File: src/hw/rtl/rtsq_pkg.sv
// Shared types and constants for the RGB to CMYK step quantizer.
package rtsq_pkg;

  // Field widths.
  localparam int COLOR_W   = 8;
  localparam int STEPS_W   = 8;
  localparam int LENGTH_W  = 16;
  localparam int LEN_W     = 24;

  // Divider geometry: one quotient bit per cell, four lanes side by side.
  localparam int NUM_LANES = 4;
  localparam int NUM_CELLS = STEPS_W;
  localparam int REM_W     = 9;
  localparam int DIV_W     = 9;
  localparam int PROD_W    = 2 * COLOR_W;
  localparam int DIVIDEND_W = PROD_W + 1;

  // Lane order inside the divider chain.
  localparam int LANE_CYAN    = 0;
  localparam int LANE_MAGENTA = 1;
  localparam int LANE_YELLOW  = 2;
  localparam int LANE_KEY     = 3;

  localparam logic [COLOR_W-1:0] FULL_SCALE = 8'd255;
  // Half of full scale, rounded down; used to round the key quotient.
  localparam logic [COLOR_W-1:0] HALF_SCALE = 8'd127;

  // Configuration register indexes and reset values.
  localparam int CFG_INDEX_W = 2;
  localparam int CFG_DATA_W  = 16;
  localparam logic [CFG_INDEX_W-1:0] CFG_STEP_COUNT  = 2'd0;
  localparam logic [CFG_INDEX_W-1:0] CFG_STEP_LENGTH = 2'd1;
  localparam logic [STEPS_W-1:0]  STEP_COUNT_RESET  = 8'd255;
  localparam logic [LENGTH_W-1:0] STEP_LENGTH_RESET = 16'd256;

  // One input item: an RGB pixel.
  typedef struct packed {
    logic [COLOR_W-1:0] red;
    logic [COLOR_W-1:0] green;
    logic [COLOR_W-1:0] blue;
  } pixel_t;

  // One result item: quantized CMYK strengths and their lengths.
  typedef struct packed {
    logic [STEPS_W-1:0] cyan_steps;
    logic [STEPS_W-1:0] magenta_steps;
    logic [STEPS_W-1:0] yellow_steps;
    logic [STEPS_W-1:0] key_steps;
    logic [LEN_W-1:0]   cyan_len;
    logic [LEN_W-1:0]   magenta_len;
    logic [LEN_W-1:0]   yellow_len;
    logic [LEN_W-1:0]   key_len;
  } result_t;

  // Restoring divider lane: partial remainder, dividend bits still to be
  // shifted in (which turn into quotient bits from the bottom), and divisor.
  typedef struct packed {
    logic [REM_W-1:0]   rem;
    logic [STEPS_W-1:0] low;
    logic [DIV_W-1:0]   div;
  } lane_t;

endpackage

File: src/hw/rtl/rtsq_prep.sv
// Front stage: finds the brightest channel, forms the color dividends and resolves key.
module rtsq_prep (
  input  logic                                    clk,
  input  logic                                    rst,
  input  logic                                    in_valid,
  output logic                                    in_ready,
  input  rtsq_pkg::pixel_t                        pix,
  input  logic [rtsq_pkg::STEPS_W-1:0]            step_count,
  output logic                                    out_valid,
  input  logic                                    out_ready,
  output rtsq_pkg::lane_t [rtsq_pkg::NUM_LANES-1:0] out_lanes
);

  logic [rtsq_pkg::COLOR_W-1:0]    mx;
  logic [rtsq_pkg::COLOR_W-1:0]    div_base;
  logic [rtsq_pkg::COLOR_W-1:0]    col [rtsq_pkg::NUM_LANES-1];
  logic [rtsq_pkg::COLOR_W-1:0]    num [rtsq_pkg::NUM_LANES];
  logic [rtsq_pkg::COLOR_W-1:0]    den [rtsq_pkg::NUM_LANES];
  logic [rtsq_pkg::PROD_W-1:0]     prod [rtsq_pkg::NUM_LANES];
  logic [rtsq_pkg::DIVIDEND_W-1:0] dividend [rtsq_pkg::NUM_LANES];
  logic [rtsq_pkg::PROD_W-1:0]     key_sum;
  logic [rtsq_pkg::PROD_W:0]       key_acc;
  rtsq_pkg::lane_t [rtsq_pkg::NUM_LANES-1:0] lanes_next;

  assign in_ready = !out_valid || out_ready;

  // Largest of the three colors. A black pixel divides by one instead of
  // zero; its numerators are all zero, so the color steps come out zero.
  always_comb begin
    col[rtsq_pkg::LANE_CYAN]    = pix.red;
    col[rtsq_pkg::LANE_MAGENTA] = pix.green;
    col[rtsq_pkg::LANE_YELLOW]  = pix.blue;
    mx = pix.red;
    if (pix.green > mx) begin
      mx = pix.green;
    end
    if (pix.blue > mx) begin
      mx = pix.blue;
    end
    div_base = (mx == '0) ? rtsq_pkg::COLOR_W'(1) : mx;
  end

  // Rounded quotient round(n*s/d) is floor((2*n*s + d) / (2*d)). The top
  // bits of the dividend seed the remainder; the low bits enter one a cell.
  always_comb begin
    for (int i = 0; i < rtsq_pkg::NUM_LANES; i++) begin
      if (i == rtsq_pkg::LANE_KEY) begin
        num[i] = rtsq_pkg::FULL_SCALE - mx;
        den[i] = rtsq_pkg::COLOR_W'(1);
      end else begin
        num[i] = mx - col[i];
        den[i] = div_base;
      end
      prod[i]     = num[i] * step_count;
      dividend[i] = {prod[i], 1'b0} + rtsq_pkg::DIVIDEND_W'(den[i]);
      lanes_next[i].rem = dividend[i][rtsq_pkg::DIVIDEND_W-1:rtsq_pkg::STEPS_W];
      lanes_next[i].low = dividend[i][rtsq_pkg::STEPS_W-1:0];
      lanes_next[i].div = {den[i], 1'b0};
    end
    // The key divisor is the constant 255: round(n*s/255) is
    // floor((n*s + 127) / 255), and below 2^16 floor(y/255) equals
    // (y + (y >> 8) + 1) >> 8. The finished quotient rides the chain with
    // a divisor of one, which each cell passes through unchanged.
    key_sum = prod[rtsq_pkg::LANE_KEY] + rtsq_pkg::PROD_W'(rtsq_pkg::HALF_SCALE);
    key_acc = {1'b0, key_sum} +
              (rtsq_pkg::PROD_W+1)'(key_sum[rtsq_pkg::PROD_W-1:rtsq_pkg::COLOR_W]) +
              (rtsq_pkg::PROD_W+1)'(1);
    lanes_next[rtsq_pkg::LANE_KEY].rem = '0;
    lanes_next[rtsq_pkg::LANE_KEY].low = key_acc[rtsq_pkg::PROD_W-1:rtsq_pkg::COLOR_W];
    lanes_next[rtsq_pkg::LANE_KEY].div = rtsq_pkg::DIV_W'(1);
  end

  always_ff @(posedge clk) begin
    if (rst) begin
      out_valid <= 1'b0;
    end else if (in_ready) begin
      out_valid <= in_valid;
    end
  end

  always_ff @(posedge clk) begin
    if (in_valid && in_ready) begin
      out_lanes <= lanes_next;
    end
  end

endmodule

File: src/hw/rtl/rtsq_div_cell.sv
// One restoring-division cell: produces one quotient bit on every lane.
module rtsq_div_cell (
  input  logic                                      clk,
  input  logic                                      rst,
  input  logic                                      in_valid,
  output logic                                      in_ready,
  input  rtsq_pkg::lane_t [rtsq_pkg::NUM_LANES-1:0] in_lanes,
  output logic                                      out_valid,
  input  logic                                      out_ready,
  output rtsq_pkg::lane_t [rtsq_pkg::NUM_LANES-1:0] out_lanes
);

  rtsq_pkg::lane_t [rtsq_pkg::NUM_LANES-1:0] lanes_next;

  assign in_ready = !out_valid || out_ready;

  // Shift the next dividend bit into the remainder, subtract the divisor
  // when it fits, and shift the quotient bit into the bottom of the word.
  always_comb begin
    logic [rtsq_pkg::REM_W:0] trial;
    logic [rtsq_pkg::REM_W:0] diff;
    logic                     fits;
    for (int i = 0; i < rtsq_pkg::NUM_LANES; i++) begin
      trial = {in_lanes[i].rem, in_lanes[i].low[rtsq_pkg::STEPS_W-1]};
      diff  = trial - {1'b0, in_lanes[i].div};
      fits  = (trial >= {1'b0, in_lanes[i].div});
      lanes_next[i].rem = fits ? diff[rtsq_pkg::REM_W-1:0] : trial[rtsq_pkg::REM_W-1:0];
      lanes_next[i].low = {in_lanes[i].low[rtsq_pkg::STEPS_W-2:0], fits};
      lanes_next[i].div = in_lanes[i].div;
    end
  end

  always_ff @(posedge clk) begin
    if (rst) begin
      out_valid <= 1'b0;
    end else if (in_ready) begin
      out_valid <= in_valid;
    end
  end

  always_ff @(posedge clk) begin
    if (in_valid && in_ready) begin
      out_lanes <= lanes_next;
    end
  end

endmodule

File: src/hw/rtl/rtsq_scale.sv
// Output stage: scales each step count by the step length and holds the item.
module rtsq_scale (
  input  logic                                      clk,
  input  logic                                      rst,
  input  logic                                      in_valid,
  output logic                                      in_ready,
  input  rtsq_pkg::lane_t [rtsq_pkg::NUM_LANES-1:0] in_lanes,
  input  logic [rtsq_pkg::LENGTH_W-1:0]             step_length,
  output logic                                      out_valid,
  input  logic                                      out_ready,
  output rtsq_pkg::result_t                         res
);

  logic [rtsq_pkg::LEN_W-1:0] len [rtsq_pkg::NUM_LANES];
  rtsq_pkg::result_t          res_next;

  assign in_ready = !out_valid || out_ready;

  // After the last cell the low word of each lane is its quotient.
  always_comb begin
    for (int i = 0; i < rtsq_pkg::NUM_LANES; i++) begin
      len[i] = in_lanes[i].low * step_length;
    end
    res_next.cyan_steps    = in_lanes[rtsq_pkg::LANE_CYAN].low;
    res_next.magenta_steps = in_lanes[rtsq_pkg::LANE_MAGENTA].low;
    res_next.yellow_steps  = in_lanes[rtsq_pkg::LANE_YELLOW].low;
    res_next.key_steps     = in_lanes[rtsq_pkg::LANE_KEY].low;
    res_next.cyan_len      = len[rtsq_pkg::LANE_CYAN];
    res_next.magenta_len   = len[rtsq_pkg::LANE_MAGENTA];
    res_next.yellow_len    = len[rtsq_pkg::LANE_YELLOW];
    res_next.key_len       = len[rtsq_pkg::LANE_KEY];
  end

  always_ff @(posedge clk) begin
    if (rst) begin
      out_valid <= 1'b0;
    end else if (in_ready) begin
      out_valid <= in_valid;
    end
  end

  always_ff @(posedge clk) begin
    if (in_valid && in_ready) begin
      res <= res_next;
    end
  end

endmodule

File: src/hw/rtl/rgb_to_cmyk_step_quantizer.sv
// Top level of the RGB to CMYK step quantizer.
//
// Takes one RGB pixel per clock, unless the result side stalls, and returns
// its cyan, magenta, yellow and key step counts, each rounded half up, with
// their lengths in Q16.8 mm. A pixel passes a front stage that finds the
// brightest channel, forms the color dividends and resolves the key count,
// then a chain of eight divider cells that each resolve one quotient bit for
// the three color channels, then an output register that applies the step
// length. Every stage is registered, so a new pixel can be taken while
// earlier ones are still in flight, as long as the result side does not stall.
// Stalls on the result side only back up as far as the pipeline is full,
// so bubbles are squeezed out. Configuration writes are always taken and
// should be made with no pixel in flight.
module rgb_to_cmyk_step_quantizer (
  input  logic                                clk,
  input  logic                                rst,
  input  logic                                pix_valid,
  output logic                                pix_ready,
  input  rtsq_pkg::pixel_t                    pix,
  output logic                                res_valid,
  input  logic                                res_ready,
  output rtsq_pkg::result_t                   res,
  input  logic                                cfg_valid,
  output logic                                cfg_ready,
  input  logic [rtsq_pkg::CFG_INDEX_W-1:0]    cfg_index,
  input  logic [rtsq_pkg::CFG_DATA_W-1:0]     cfg_data
);

  logic [rtsq_pkg::STEPS_W-1:0]  step_count;
  logic [rtsq_pkg::LENGTH_W-1:0] step_length;

  logic                                      stage_valid [rtsq_pkg::NUM_CELLS+1];
  logic                                      stage_ready [rtsq_pkg::NUM_CELLS+1];
  rtsq_pkg::lane_t [rtsq_pkg::NUM_LANES-1:0] stage_lanes [rtsq_pkg::NUM_CELLS+1];

  // Configuration registers; unknown indexes are dropped.
  assign cfg_ready = 1'b1;

  always_ff @(posedge clk) begin
    if (rst) begin
      step_count  <= rtsq_pkg::STEP_COUNT_RESET;
      step_length <= rtsq_pkg::STEP_LENGTH_RESET;
    end else if (cfg_valid && cfg_ready) begin
      unique case (cfg_index)
        rtsq_pkg::CFG_STEP_COUNT: begin
          step_count <= cfg_data[rtsq_pkg::STEPS_W-1:0];
        end
        rtsq_pkg::CFG_STEP_LENGTH: begin
          step_length <= cfg_data[rtsq_pkg::LENGTH_W-1:0];
        end
        default: begin
        end
      endcase
    end
  end

  // Front stage.
  rtsq_prep u_prep (
    .clk        (clk),
    .rst        (rst),
    .in_valid   (pix_valid),
    .in_ready   (pix_ready),
    .pix        (pix),
    .step_count (step_count),
    .out_valid  (stage_valid[0]),
    .out_ready  (stage_ready[0]),
    .out_lanes  (stage_lanes[0])
  );

  // Divider chain, most significant quotient bit first.
  for (genvar k = 0; k < rtsq_pkg::NUM_CELLS; k++) begin : g_cell
    rtsq_div_cell u_cell (
      .clk       (clk),
      .rst       (rst),
      .in_valid  (stage_valid[k]),
      .in_ready  (stage_ready[k]),
      .in_lanes  (stage_lanes[k]),
      .out_valid (stage_valid[k+1]),
      .out_ready (stage_ready[k+1]),
      .out_lanes (stage_lanes[k+1])
    );
  end

  // Output register.
  rtsq_scale u_scale (
    .clk         (clk),
    .rst         (rst),
    .in_valid    (stage_valid[rtsq_pkg::NUM_CELLS]),
    .in_ready    (stage_ready[rtsq_pkg::NUM_CELLS]),
    .in_lanes    (stage_lanes[rtsq_pkg::NUM_CELLS]),
    .step_length (step_length),
    .out_valid   (res_valid),
    .out_ready   (res_ready),
    .res         (res)
  );

  // The brightest channel always needs no ink, so one color is zero.
  a_one_color_zero: assert property (@(posedge clk) disable iff (rst)
    res_valid |-> (res.cyan_steps == '0) || (res.magenta_steps == '0) ||
                  (res.yellow_steps == '0))
    else $error("no color channel at zero steps");

  // No channel exceeds the configured step count.
  a_steps_bounded: assert property (@(posedge clk) disable iff (rst)
    res_valid |-> (res.cyan_steps <= step_count) && (res.magenta_steps <= step_count) &&
                  (res.yellow_steps <= step_count) && (res.key_steps <= step_count))
    else $error("step count above configured maximum");

  // Key and cyan lengths agree with the step counts they come from.
  a_len_matches: assert property (@(posedge clk) disable iff (rst)
    res_valid |-> (res.key_len == rtsq_pkg::LEN_W'(res.key_steps) *
                                  rtsq_pkg::LEN_W'(step_length)) &&
                  (res.cyan_len == rtsq_pkg::LEN_W'(res.cyan_steps) *
                                   rtsq_pkg::LEN_W'(step_length)))
    else $error("length does not match step count");

endmodule
File: config.mk
export PLATFORM = sky130hd
export DESIGN_NAME = rgb_to_cmyk_step_quantizer
export DESIGN_NICKNAME = d
export VERILOG_FILES = /design/src/hw/rtl/rtsq_pkg.sv /design/src/hw/rtl/rtsq_prep.sv /design/src/hw/rtl/rtsq_div_cell.sv /design/src/hw/rtl/rtsq_scale.sv /design/src/hw/rtl/rgb_to_cmyk_step_quantizer.sv
export SDC_FILE = /design/constraint.sdc
export NUM_CORES = 2
export LEC_CHECK = 0
export ABC_AREA = 1
export BUFFER_PORTS_ARGS = -buffer_cell sky130_fd_sc_hd__buf_2
export CAP_MARGIN = 10
export CORE_ASPECT_RATIO = 1.2
export CORE_MARGIN = 3
export CORE_UTILIZATION = 65
export DETAILED_ROUTE_END_ITERATION = 16
export PLACE_DENSITY = 0.91
export SLEW_MARGIN = 20
export SYNTH_ARGS = -nofsm -noshare
export SYNTH_HDL_FRONTEND = slang
export SYNTH_SLANG_ARGS = --single-unit
File: constraint.sdc
create_clock -name clk -period 17.98 [get_ports clk]
set_input_delay 2.697 -clock clk [delete_from_list [all_inputs] [get_ports clk]]
set_output_delay 2.697 -clock clk [all_outputs]
set_load 0.005 [all_outputs]
==> flow_summary.ini <==
[status]
run_status = finished clean

[worst_setup_path]
worst_path_dominant_cell_family = adder cells
cp.arrival_ps = 11490
timing.critical_path.required_ps = 18380
crit_fanout = 18
critical_path.slowest_cell = fa_1
path_type_of_the_worst_setup_path = input port to flip-flop
worstSetupStartpointType = input port
critical_path.n_buffers_inverters = 9
endpoint_kind = flip-flop
critical-path-top-cell-by-count = nand2_1
critPathMaxStageDelay_ps = 550

[global_routing]
initial_antenna_violation_count = 1
met3_usage = 0.0619
grt_pass1_vias = 46378
grt_met2_use = 0.528
global_route.peak_usage_layer = met2
grt-ovfl-total = 0
met1_track_usage_gr = 0.322
global_router_s_overall_resource_usage = 0.298
global_route_wire_length_before_repair_um = 229000
largest_net_degree_at_the_start_of_global_routing = 76

[logic_synthesis]
yosysWarningCount = 0
post_synth.cell_area_avg_sq_um = 9.61
ys_dominant_reg_cell = edfxtp_1
post_synthesis_cell_area_sq_um = 59900
synth_nets = 7385
number_of_enable_type_register_cells_in_the_synthesized_netlist = 724
post-synth-top-area-fraction = 0.363
yosys.cell_types.count = 53
yosys_register_bits = 758
dominant_cell_type_by_area_after_synthesis = edfxtp_1
ys_top_cells_by_area = edfxtp_1 (36%), fa_1 (17%), ha_1 (12%)
synth_async_sr_flop_share = 0
yosysSeqAreaShare = 0.374
synthCells = 6238

[routing]
wl_per_cell_um = 18.6
detailedRoute.firstIterationViolations = 3312
drt.antenna.violating_nets = 0
routed-via-count = 43744
via_to_cell_ratio = 5.72
drt-pass1-iter-count = 6
postRouteWirelength_um = 142000
drc_errors = 0

[floorplan]
die_width_um = 283
io_pins = 178
die_area_sq_um = 95900
die-height_um = 339
floorplan.rows = 121
initial_core_util = 0.658
core_area_sq_um = 91100

[clock_tree]
cts_sink_count = 758
cts_resized = 0
htree_levels = 3
cts.hold.buffers_added = 0
cts-root-buf = clkbuf_16
path_clk_slew_ps = 70
cts_inserted_buffers = 78
clk_path_buf_depth = 3
setup_bufs_post_cts = 0
clock_latency_ps = 670
clock_tree_from_tritoncts = built

[timing]
layout_worst_path_cycle_share = 0.617
layout_min_cycle_time_ps = 11090
timing_max_transition_violations_final = 0
hold_viol_final = 0
rsz_0062_raised_after_global_routing = false
setup_tns_ps = 0
maxClockFrequency_ghz = 0.0901
slew_headroom = 0.237
tightest_slew_ps = 1140
fin_skew_ps = 38.1
setup_viol = 0

[worst_hold_path]
worst_hold_path_type = flip-flop to flip-flop

[place]
routabilityCongestion = 0.979
hpwlAfterDp_um = 107000
port-buffer-count = 176

[flow_run]
cap_viol_max_count = 0

[final_layout]
commonest_cells_after_routing_fill_and_taps_aside = inv_1 (1221), nand2_1 (1079), edfxtp_1 (724)
drive_gt1_frac = 0.0621
finish.net_count = 7494
area_growth_pct = 7.80
layout.cells.most_common = inv_1
-- cell usage after synthesis, types with 9 or more instances --
library cell / instances
dfxtp_1: 34
o21a_1: 9
o21ai_0: 176
ha_1: 587
nand3_1: 97
a21oi_1: 435
buf_2: 26
inv_1: 1225
nand4_1: 38
clkbuf_1: 160
a31oi_1: 12
nand2_1: 1079
nor4_1: 10
o211ai_1: 43
fa_1: 513
nor2_1: 546
o21bai_1: 19
xnor2_1: 91
a21o_1: 15
o21ai_1: 22
nor3_1: 64
xor2_1: 223
or2_2: 15
edfxtp_1: 724
-- stage by stage --
step	hold slack [ps]	setup WS, ps	cells	instance area [sq um]	utilization
2_1_floorplan	400	7670	6238	60000	-
3_3_place_gp	400	6600	7497	62000	0.680
3_5_place_dp	405	6380	7497	62000	0.680
4_1_cts	391	6990	7640	64600	0.709
5_1_grt	391	6110	7640	64600	0.709
6_report	395	6890	7642	64600	0.709
-- layout make-up --
| cell class | instances | area (sq um) |
|---|---|---|
| well taps | 1230 | 1540 |
| repair buffers | 217 | 1190 |
| multi-input cells | 4060 | 32200 |
| flip-flops and latches | 758 | 22400 |
| clock buffers | 93 | 2070 |
| diodes | 2 | 5.00 |
| inverters | 1232 | 4620 |
| clock inverters | 50 | 578 |
| fillers | 6118 | 26500 |
-- registers in the layout, summed over array words and instances (netlist names) --
name / flops
g_cell.u_cell.out_lanes: 532
u_scale.out_valid: 1
u_prep.out_lanes: 64
u_scale.res: 128
u_prep.out_valid: 1
g_cell.u_cell.out_valid: 8
step_length: 16
step_count: 8
-- routing by layer --
layer	part of all wire	wire length [um]
met5	0	0
met4	0.076	10700
met3	0.080	11400
met2	0.50	71400
met1	0.34	48600
-- worst register-to-register path: cells and delay by family (launching register included) --
kind,cells,cell delay (ps)
buffers and inverters,6,1330
XOR/XNOR,1,140
flip-flops,1,680
AND/OR/NAND/NOR,13,1620
AO/OA/AOI/OAI,3,420
adder cells (fa/ha/maj),6,2290
-- path summary, 6_finish.rpt --
kind / from / endpoint / slack (ps) / cells past startpoint
hold reg to reg: g_cell[0].u_cell.out_lanes[35]$_DFFE_PP_ / g_cell[1].u_cell.out_lanes[36]$_DFFE_PP_ / 400 / 0
setup reg to reg: step_count[3]$_SDFFE_PP1P_ / u_prep.out_lanes[91]$_DFFE_PP_ / 11250 / 29
hold / removal: g_cell[0].u_cell.out_lanes[35]$_DFFE_PP_ / g_cell[1].u_cell.out_lanes[36]$_DFFE_PP_ / 400 / 0
setup / recovery: pix[23] / u_prep.out_lanes[24]$_DFFE_PP_ / 6890 / 47
-- cells by family after synthesis --
family                     count (synthesis)  share of synthesized area
DFF                                      758                      0.374
buffers and inverters                   1420                     0.0896
other                                      2                   0.000125
and+or+nand+nor                         1880                      0.126
adders and majority gates               1100                      0.294
muxes                                      1                   0.000167
AOI/OAI and AO/OA                        753                     0.0680
xor gates and xnor gates                 324                     0.0486
Power is not shown: default switching activity piles up to over one toggle a cycle in this logic, so the estimate is an artifact.
